==> config.mk <==
export PLATFORM = sky130hd
export DESIGN_NAME = periodic_timer_table
export DESIGN_NICKNAME = d
export VERILOG_FILES = /design/src/ptt_pkg.sv /design/src/ptt_ram.sv /design/src/periodic_timer_table.sv
export SDC_FILE = /design/constraint.sdc
export NUM_CORES = 2
export LEC_CHECK = 0
export CORE_MARGIN = 2
export CORE_UTILIZATION = 57
export CTS_BUF_LIST = sky130_fd_sc_hd__clkbuf_4 sky130_fd_sc_hd__clkbuf_8 sky130_fd_sc_hd__clkbuf_16
export DETAILED_ROUTE_END_ITERATION = 12
export DONT_BUFFER_PORTS = 1
export PLACE_DENSITY = 0.79
export SYNTH_ARGS = -nofsm -noshare
export SYNTH_HDL_FRONTEND = slang
export SYNTH_SLANG_ARGS = --single-unit
==> constraint.sdc <==
create_clock -name clk -period 6.1 [get_ports clk]
set_input_delay 0.915 -clock clk [delete_from_list [all_inputs] [get_ports clk]]
set_output_delay 0.915 -clock clk [all_outputs]
set_load 0.01 [all_outputs]
==> src/ptt_pkg.sv <==
// Shared types and constants for the periodic timer table.
package ptt_pkg;

  localparam int unsigned SLOTS_DEF       = 16;
  localparam int unsigned TIME_BITS_DEF   = 48;
  localparam int unsigned PERIOD_BITS_DEF = 32;

  localparam logic [1:0] KIND_ADD        = 2'd0;
  localparam logic [1:0] KIND_REMOVE     = 2'd1;
  localparam logic [1:0] KIND_SET_PERIOD = 2'd2;
  localparam logic [1:0] KIND_TICK       = 2'd3;

  localparam logic [1:0] ST_DONE     = 2'd0;
  localparam logic [1:0] ST_FULL     = 2'd1;
  localparam logic [1:0] ST_NOT_USED = 2'd2;
  localparam logic [1:0] ST_FIRED    = 2'd3;

  typedef struct packed {
    logic [1:0]  kind;
    logic [3:0]  slot;
    logic [31:0] period;
    logic [47:0] now;
  } ptt_in_t;

  typedef struct packed {
    logic [1:0] status;
    logic [3:0] slot_out;
    logic       last;
  } ptt_out_t;

endpackage

==> src/ptt_ram.sv <==
// Generic single-write, single-read RAM with registered read data.
module ptt_ram #(
  parameter int unsigned WIDTH = 32,
  parameter int unsigned DEPTH = 16
) (
  input  logic                     clk,
  input  logic                     we,
  input  logic [$clog2(DEPTH)-1:0] waddr,
  input  logic [WIDTH-1:0]         wdata,
  input  logic [$clog2(DEPTH)-1:0] raddr,
  output logic [WIDTH-1:0]         rdata
);

  logic [WIDTH-1:0] mem [DEPTH];

  always_ff @(posedge clk) begin
    if (we) begin
      mem[waddr] <= wdata;
    end
    rdata <= mem[raddr];
  end

endmodule

==> src/periodic_timer_table.sv <==
// Periodic timer table: slot allocation, removal, period update and tick scan.
//
// Input channel (in_valid / in_stall / in_data) takes one command item at a
// time: add, remove, set period or tick. Result channel (out_valid /
// out_stall / out_data) returns the results of that item in order; the
// final result of each item carries last = 1.
// Remove and set period pass through the edit state before their result is
// registered. Add walks the in-use bits from slot 0 to the first free one,
// and reports full if none is free. A tick streams the interval and deadline
// memories one slot per cycle while no fired slot waits on a result stall,
// reading the next slot while the current one is compared and written back.
// A new item is taken once the last result of the previous one is in the
// output register, so items never overlap in the table. A stall on the
// result channel holds the output register and the scan on the slot that
// waits to report; the input channel stalls meanwhile.
// Reset clears all in-use bits and the control state; the memories keep
// their contents and are written by add before any read that matters.
module periodic_timer_table import ptt_pkg::*; #(
  parameter int unsigned SLOTS       = SLOTS_DEF,
  parameter int unsigned TIME_BITS   = TIME_BITS_DEF,
  parameter int unsigned PERIOD_BITS = PERIOD_BITS_DEF
) (
  input  logic     clk,
  input  logic     rst_n,
  input  logic     in_valid,
  output logic     in_stall,
  input  ptt_in_t  in_data,
  output logic     out_valid,
  input  logic     out_stall,
  output ptt_out_t out_data
);

  localparam int unsigned SLOT_W = $clog2(SLOTS);
  localparam logic [SLOT_W-1:0] LAST_IDX = SLOT_W'(SLOTS - 1);

  typedef enum logic [2:0] {
    S_IDLE,
    S_ADD,
    S_EDIT,
    S_SCAN,
    S_FIN
  } state_t;

  state_t                 state_r, state_nxt;
  logic [SLOT_W-1:0]      idx_r, idx_nxt;
  logic [SLOTS-1:0]       in_use_r, in_use_nxt;
  logic                   out_vld_r, out_vld_nxt;
  ptt_out_t               out_item_r;

  logic [1:0]             kind_r;
  logic [3:0]             slot_r;
  logic [PERIOD_BITS-1:0] period_r;
  logic [TIME_BITS-1:0]   now_r;

  logic                   in_accept;
  logic                   out_ok;
  logic                   emit;
  ptt_out_t               emit_item;
  logic [SLOT_W-1:0]      slot_idx;
  logic                   slot_ok;
  logic                   fire;

  logic                   iv_we;
  logic [SLOT_W-1:0]      iv_waddr;
  logic [PERIOD_BITS-1:0] iv_wdata;
  logic [PERIOD_BITS-1:0] iv_rdata;
  logic                   dl_we;
  logic [SLOT_W-1:0]      dl_waddr;
  logic [TIME_BITS-1:0]   dl_wdata;
  logic [TIME_BITS-1:0]   dl_rdata;

  ptt_ram #(
    .WIDTH (PERIOD_BITS),
    .DEPTH (SLOTS)
  ) u_interval_ram (
    .clk   (clk),
    .we    (iv_we),
    .waddr (iv_waddr),
    .wdata (iv_wdata),
    .raddr (idx_nxt),
    .rdata (iv_rdata)
  );

  ptt_ram #(
    .WIDTH (TIME_BITS),
    .DEPTH (SLOTS)
  ) u_deadline_ram (
    .clk   (clk),
    .we    (dl_we),
    .waddr (dl_waddr),
    .wdata (dl_wdata),
    .raddr (idx_nxt),
    .rdata (dl_rdata)
  );

  assign in_stall  = (state_r != S_IDLE);
  assign in_accept = in_valid && !in_stall;
  assign out_ok    = !out_vld_r || !out_stall;
  assign out_valid = out_vld_r;
  assign out_data  = out_item_r;

  assign slot_idx = SLOT_W'(slot_r);
  assign slot_ok  = (32'(slot_r) < 32'(SLOTS));
  assign fire     = in_use_r[idx_r] && (now_r > dl_rdata);

  always_comb begin
    state_nxt  = state_r;
    idx_nxt    = idx_r;
    in_use_nxt = in_use_r;
    emit       = 1'b0;
    emit_item  = '0;
    iv_we      = 1'b0;
    iv_waddr   = idx_r;
    iv_wdata   = period_r;
    dl_we      = 1'b0;
    dl_waddr   = idx_r;
    dl_wdata   = now_r;

    unique case (state_r)
      S_IDLE: begin
        idx_nxt = '0;
        if (in_accept) begin
          unique case (in_data.kind)
            KIND_ADD:        state_nxt = S_ADD;
            KIND_REMOVE:     state_nxt = S_EDIT;
            KIND_SET_PERIOD: state_nxt = S_EDIT;
            KIND_TICK:       state_nxt = S_SCAN;
            default:         state_nxt = S_IDLE;
          endcase
        end
      end
      S_ADD: begin
        priority if (!in_use_r[idx_r]) begin
          if (out_ok) begin
            in_use_nxt[idx_r]  = 1'b1;
            iv_we              = 1'b1;
            dl_we              = 1'b1;
            emit               = 1'b1;
            emit_item.status   = ST_DONE;
            emit_item.slot_out = 4'(idx_r);
            emit_item.last     = 1'b1;
            idx_nxt            = '0;
            state_nxt          = S_IDLE;
          end
        end else if (idx_r == LAST_IDX) begin
          if (out_ok) begin
            emit             = 1'b1;
            emit_item.status = ST_FULL;
            emit_item.last   = 1'b1;
            idx_nxt          = '0;
            state_nxt        = S_IDLE;
          end
        end else begin
          idx_nxt = idx_r + SLOT_W'(1);
        end
      end
      S_EDIT: begin
        if (out_ok) begin
          emit               = 1'b1;
          emit_item.slot_out = slot_r;
          emit_item.last     = 1'b1;
          if (slot_ok && in_use_r[slot_idx]) begin
            emit_item.status = ST_DONE;
            if (kind_r == KIND_REMOVE) begin
              in_use_nxt[slot_idx] = 1'b0;
            end else begin
              iv_we    = 1'b1;
              iv_waddr = slot_idx;
            end
          end else begin
            emit_item.status = ST_NOT_USED;
          end
          idx_nxt   = '0;
          state_nxt = S_IDLE;
        end
      end
      S_SCAN: begin
        if (!fire || out_ok) begin
          if (fire) begin
            dl_we              = 1'b1;
            dl_wdata           = dl_rdata + TIME_BITS'(iv_rdata);
            emit               = 1'b1;
            emit_item.status   = ST_FIRED;
            emit_item.slot_out = 4'(idx_r);
            emit_item.last     = 1'b0;
          end
          if (idx_r == LAST_IDX) begin
            idx_nxt   = '0;
            state_nxt = S_FIN;
          end else begin
            idx_nxt = idx_r + SLOT_W'(1);
          end
        end
      end
      S_FIN: begin
        idx_nxt = '0;
        if (out_ok) begin
          emit             = 1'b1;
          emit_item.status = ST_DONE;
          emit_item.last   = 1'b1;
          state_nxt        = S_IDLE;
        end
      end
      default: begin
        idx_nxt   = '0;
        state_nxt = S_IDLE;
      end
    endcase

    out_vld_nxt = emit ? 1'b1 : (out_vld_r && out_stall);
  end

  always_ff @(posedge clk) begin
    if (!rst_n) begin
      state_r    <= S_IDLE;
      idx_r      <= '0;
      in_use_r   <= '0;
      out_vld_r  <= 1'b0;
      out_item_r <= '0;
    end else begin
      state_r   <= state_nxt;
      idx_r     <= idx_nxt;
      in_use_r  <= in_use_nxt;
      out_vld_r <= out_vld_nxt;
      if (emit) begin
        out_item_r <= emit_item;
      end
    end
  end

  always_ff @(posedge clk) begin
    if (in_accept) begin
      kind_r   <= in_data.kind;
      slot_r   <= in_data.slot;
      period_r <= PERIOD_BITS'(in_data.period);
      now_r    <= TIME_BITS'(in_data.now);
    end
  end

endmodule
==> flow_summary_export.csv <==
group,metric,value,unit
synthesis,yosys_register_bits,1477,
die,start_util,0.574,
final_layout,area_growth,12.0,%
power,combPwrFrac,0.172,
final_layout,drive_above_1_share,0.104,
grt,grt_pass1_wl,219,mm
final_layout,area.sequential,43200,um^2
setup_path,worstSetupPathType,"flip-flop to flip-flop",
run,max_cap_violations,0,
die,fp.coreArea,105000,um^2
final_layout,finalNetCount,4595,
timing,relSlewSlack,0.199,
drt,antenna_left,0,
drt,first_pass_iters,8,
timing,fin_crit_sh,0.959,
run_status,status,"complete, no violations",
setup_path,reg2reg_slack,250,ps
cts,htreeDepth,4,
setup_path,crit_required,6680,ps
place,place_worst_setup_slack,494,ps
power,vdd_drop_max,0.000324,V
timing,final.setup_skew,41.9,ps
timing,fin_tns_setup,0,ps
place,portBuffers,0,
synthesis,synth_edf_count,1366,
die,ios,99,
timing,worst_pin_slew,1170,ps
synthesis,async_flop_share,0,
power,p_switching,0.00734,W
place,gp_congestion,0.920,
final_layout,layout_common_cells,"1366 x edfxtp_1, 1057 x nand2_1, 386 x a21oi_1",
power,intPower,0.0191,W
cts,cts_num_sinks,1477,
cts,clkLatencyLatePin,760,ps
synthesis,synth_cell_type_count,70,
setup_path,worst-path-max-fanout,115,
setup_path,cp.arrival,6440,ps
grt,first_global_vias,36400,
synthesis,synth_area,60200,um^2
drt,wl_per_cell,24.8,um
drt,wirelength,148,mm
cts,cts_made_buffers,147,
cts,cts_resized,0,
synthesis,yosysWarnings,0,
synthesis,seq_area_frac_synth,0.718,
grt,antenna_found_initial,17,
die,dieArea,108000,um^2
die,rows,119,
timing,hold_viol,0,
power,cellPowerDensity,392,nW/um^2
grt,grt-ovfl-total,0,
synthesis,syn_inst,4387,
drt,vias,37700,
cts,cts_hold_buf,0,
drt,drc,0,
cts,cts.clk_slew.worst_paths,70,ps
power,leakage,23.3,nW
grt,grtUsageTotal,0.270,
drt,drtIter0Drc,5051,
synthesis,syn_nets,4563,
final_layout,nFillCells,7165,
power,power_frac_seq,0.488,
grt,grt_max_degree,141,
timing,finalSetupViolations,0,
cts,cts-root-buf,"clkbuf_16",
die,die-height,329,um
setup_path,worstSetupEndpointType,"flip-flop",
die,chipWidth,329,um
min_path,hp-class,"primary input to flip-flop",
final_layout,final_util,0.643,
timing,slew_violations,0,
timing,post-route-min-period,5850,ps
power,switching_share,0.277,
cts,cts_setup_buffers,0,
timing,clock.fmax,171,MHz
cts,tritoncts,"built",
cts,clk_path_buf_depth,3,
drt,drt-vias-per-instance,6.35,
power,clkPwrFrac,0.340,
synthesis,ys.flop_type,"edfxtp_1",
timing,rsz0062_at_grt,"no",
final_layout,multi_input_area,15600,um^2
synthesis,avgSynthCellArea,13.7,um^2
timing,setup_ws,248,ps
place,dp_hpwl,82.8,mm
final_layout,mostFrequentLayoutCell,"edfxtp_1",
setup_path,critPathLaunchType,"flip-flop",
flip-flops by register name, indices dropped and copies added, names as in the netlist:
name / count
dl_waddr: 4
out_valid: 1
u_deadline_ram.mem: 768
state_r: 3
u_interval_ram.rdata: 32
now_r: 48
u_deadline_ram.rdata: 48
in_use_r: 16
kind_r: 2
out_data: 7
iv_wdata: 32
slot_idx: 4
u_interval_ram.mem: 512
critical path, stage by stage (launching register included):
cell and delay (ps):
edfxtp_1 390, ha_1 340, nand4_1 210, a21oi_1 100, a2111oi_0 950, a31oi_1 300
or4_1 700, o2111ai_1 320, a32o_4 840, buf_12 450, a21oi_1 110, a32oi_1 200
mux2i_1 100, mux2i_1 460
power by group through the flow:
stage / Sequential [W] / Combinational, W / Clock [W]
after floorplan: 0.0127 / 0.00321 / 0
after global placement: 0.0131 / 0.00427 / 0
after detailed placement: 0.0131 / 0.00441 / 0
after CTS: 0.0129 / 0.00447 / 0.00908
after global routing: 0.0129 / 0.00495 / 0.00948
final: 0.0129 / 0.00455 / 0.00900
cells by family after synthesis:
group                    count (synthesis)  synth area share
AO/OA/AOI/OAI                          929             0.105
buffers and inverters                  349            0.0279
flip-flops                            1477             0.718
adder cells (fa/ha/maj)                 86            0.0180
AND/OR/NAND/NOR                       1268            0.0837
multiplexers                           251            0.0436
XOR/XNOR                                27           0.00393
cell type report:
class                      count  share of cell area
multi-input combinational   2561               0.232
inverter                      70             0.00390
sequential                  1477               0.641
clock buffer                 209              0.0645
timing repair buffer         162              0.0251
tap                         1391              0.0258
antenna                       12            0.000445
clock inverter                59             0.00762
path summary, 6_finish.rpt:
check	start	end	depth (start not counted)
setup / recovery	now_r[15]$_DFFE_PP_	u_deadline_ram.rdata[35]$_DFF_P_	13
hold / removal	in_data[84]	kind_r[0]$_DFFE_PP_	0
hold reg to reg	in_use_r[10]$_SDFFE_PN0P_	in_use_r[10]$_SDFFE_PN0P_	2
setup reg to reg	now_r[15]$_DFFE_PP_	u_deadline_ram.rdata[35]$_DFF_P_	13
Yosys cell counts, drive strengths merged, types with 4 or more instances:
library cell	number	share of area
nor3	12	0.0010
nand2	1058	0.066
o31ai	6	0.00098
mux4	9	0.0034
nand3	41	0.0034
nor2b	20	0.0021
a222oi	4	0.00066
inv	70	0.0044
o2111ai	4	0.00058
buf	238	0.021
o21a	6	0.00075
and3	9	0.00093
a21o	29	0.0036
a211oi	10	0.0012
mux2i	240	0.040
nor2	76	0.0047
nand4	11	0.0011
a21oi	386	0.032
or3	5	0.00052
ha	85	0.018
dfxtp	111	0.037
nor4	6	0.00062
edfxtp	1366	0.68
and2	9	0.00093
o22ai	11	0.0012
nand2b	9	0.00093
xor2	15	0.0022
or2	4	0.00042
a31oi	11	0.0012
o21ai	77	0.0065
a32oi	324	0.047
a221oi	7	0.0014
a21boi	23	0.0029
o211ai	4	0.00050
clkbuf	41	0.0026
xnor2	12	0.0017
per-layer routing:
layer,share of wire,track usage,vias up
li1,-,-,16700
met1,0.38,0.359,18600
met2,0.49,0.446,2073
met3,0.091,0.0439,386
met4,0.036,0.111,8
met5,0.00035,0,-
through the flow:
| step | hold WS (ps) | instance area [um^2] | power (W) | cells |
|---|---|---|---|---|
| final | 251 | 67400 | 0.0265 | 5941 |
| after global routing | 223 | 67400 | 0.0274 | 5937 |
| after floorplan | 464 | 60200 | 0.0159 | 4387 |
| after CTS | 210 | 67400 | 0.0264 | 5929 |
| after detailed placement | 486 | 62600 | 0.0175 | 5661 |
| after global placement | 477 | 62600 | 0.0173 | 5661 |
Power figures use the tool's default switching activity.
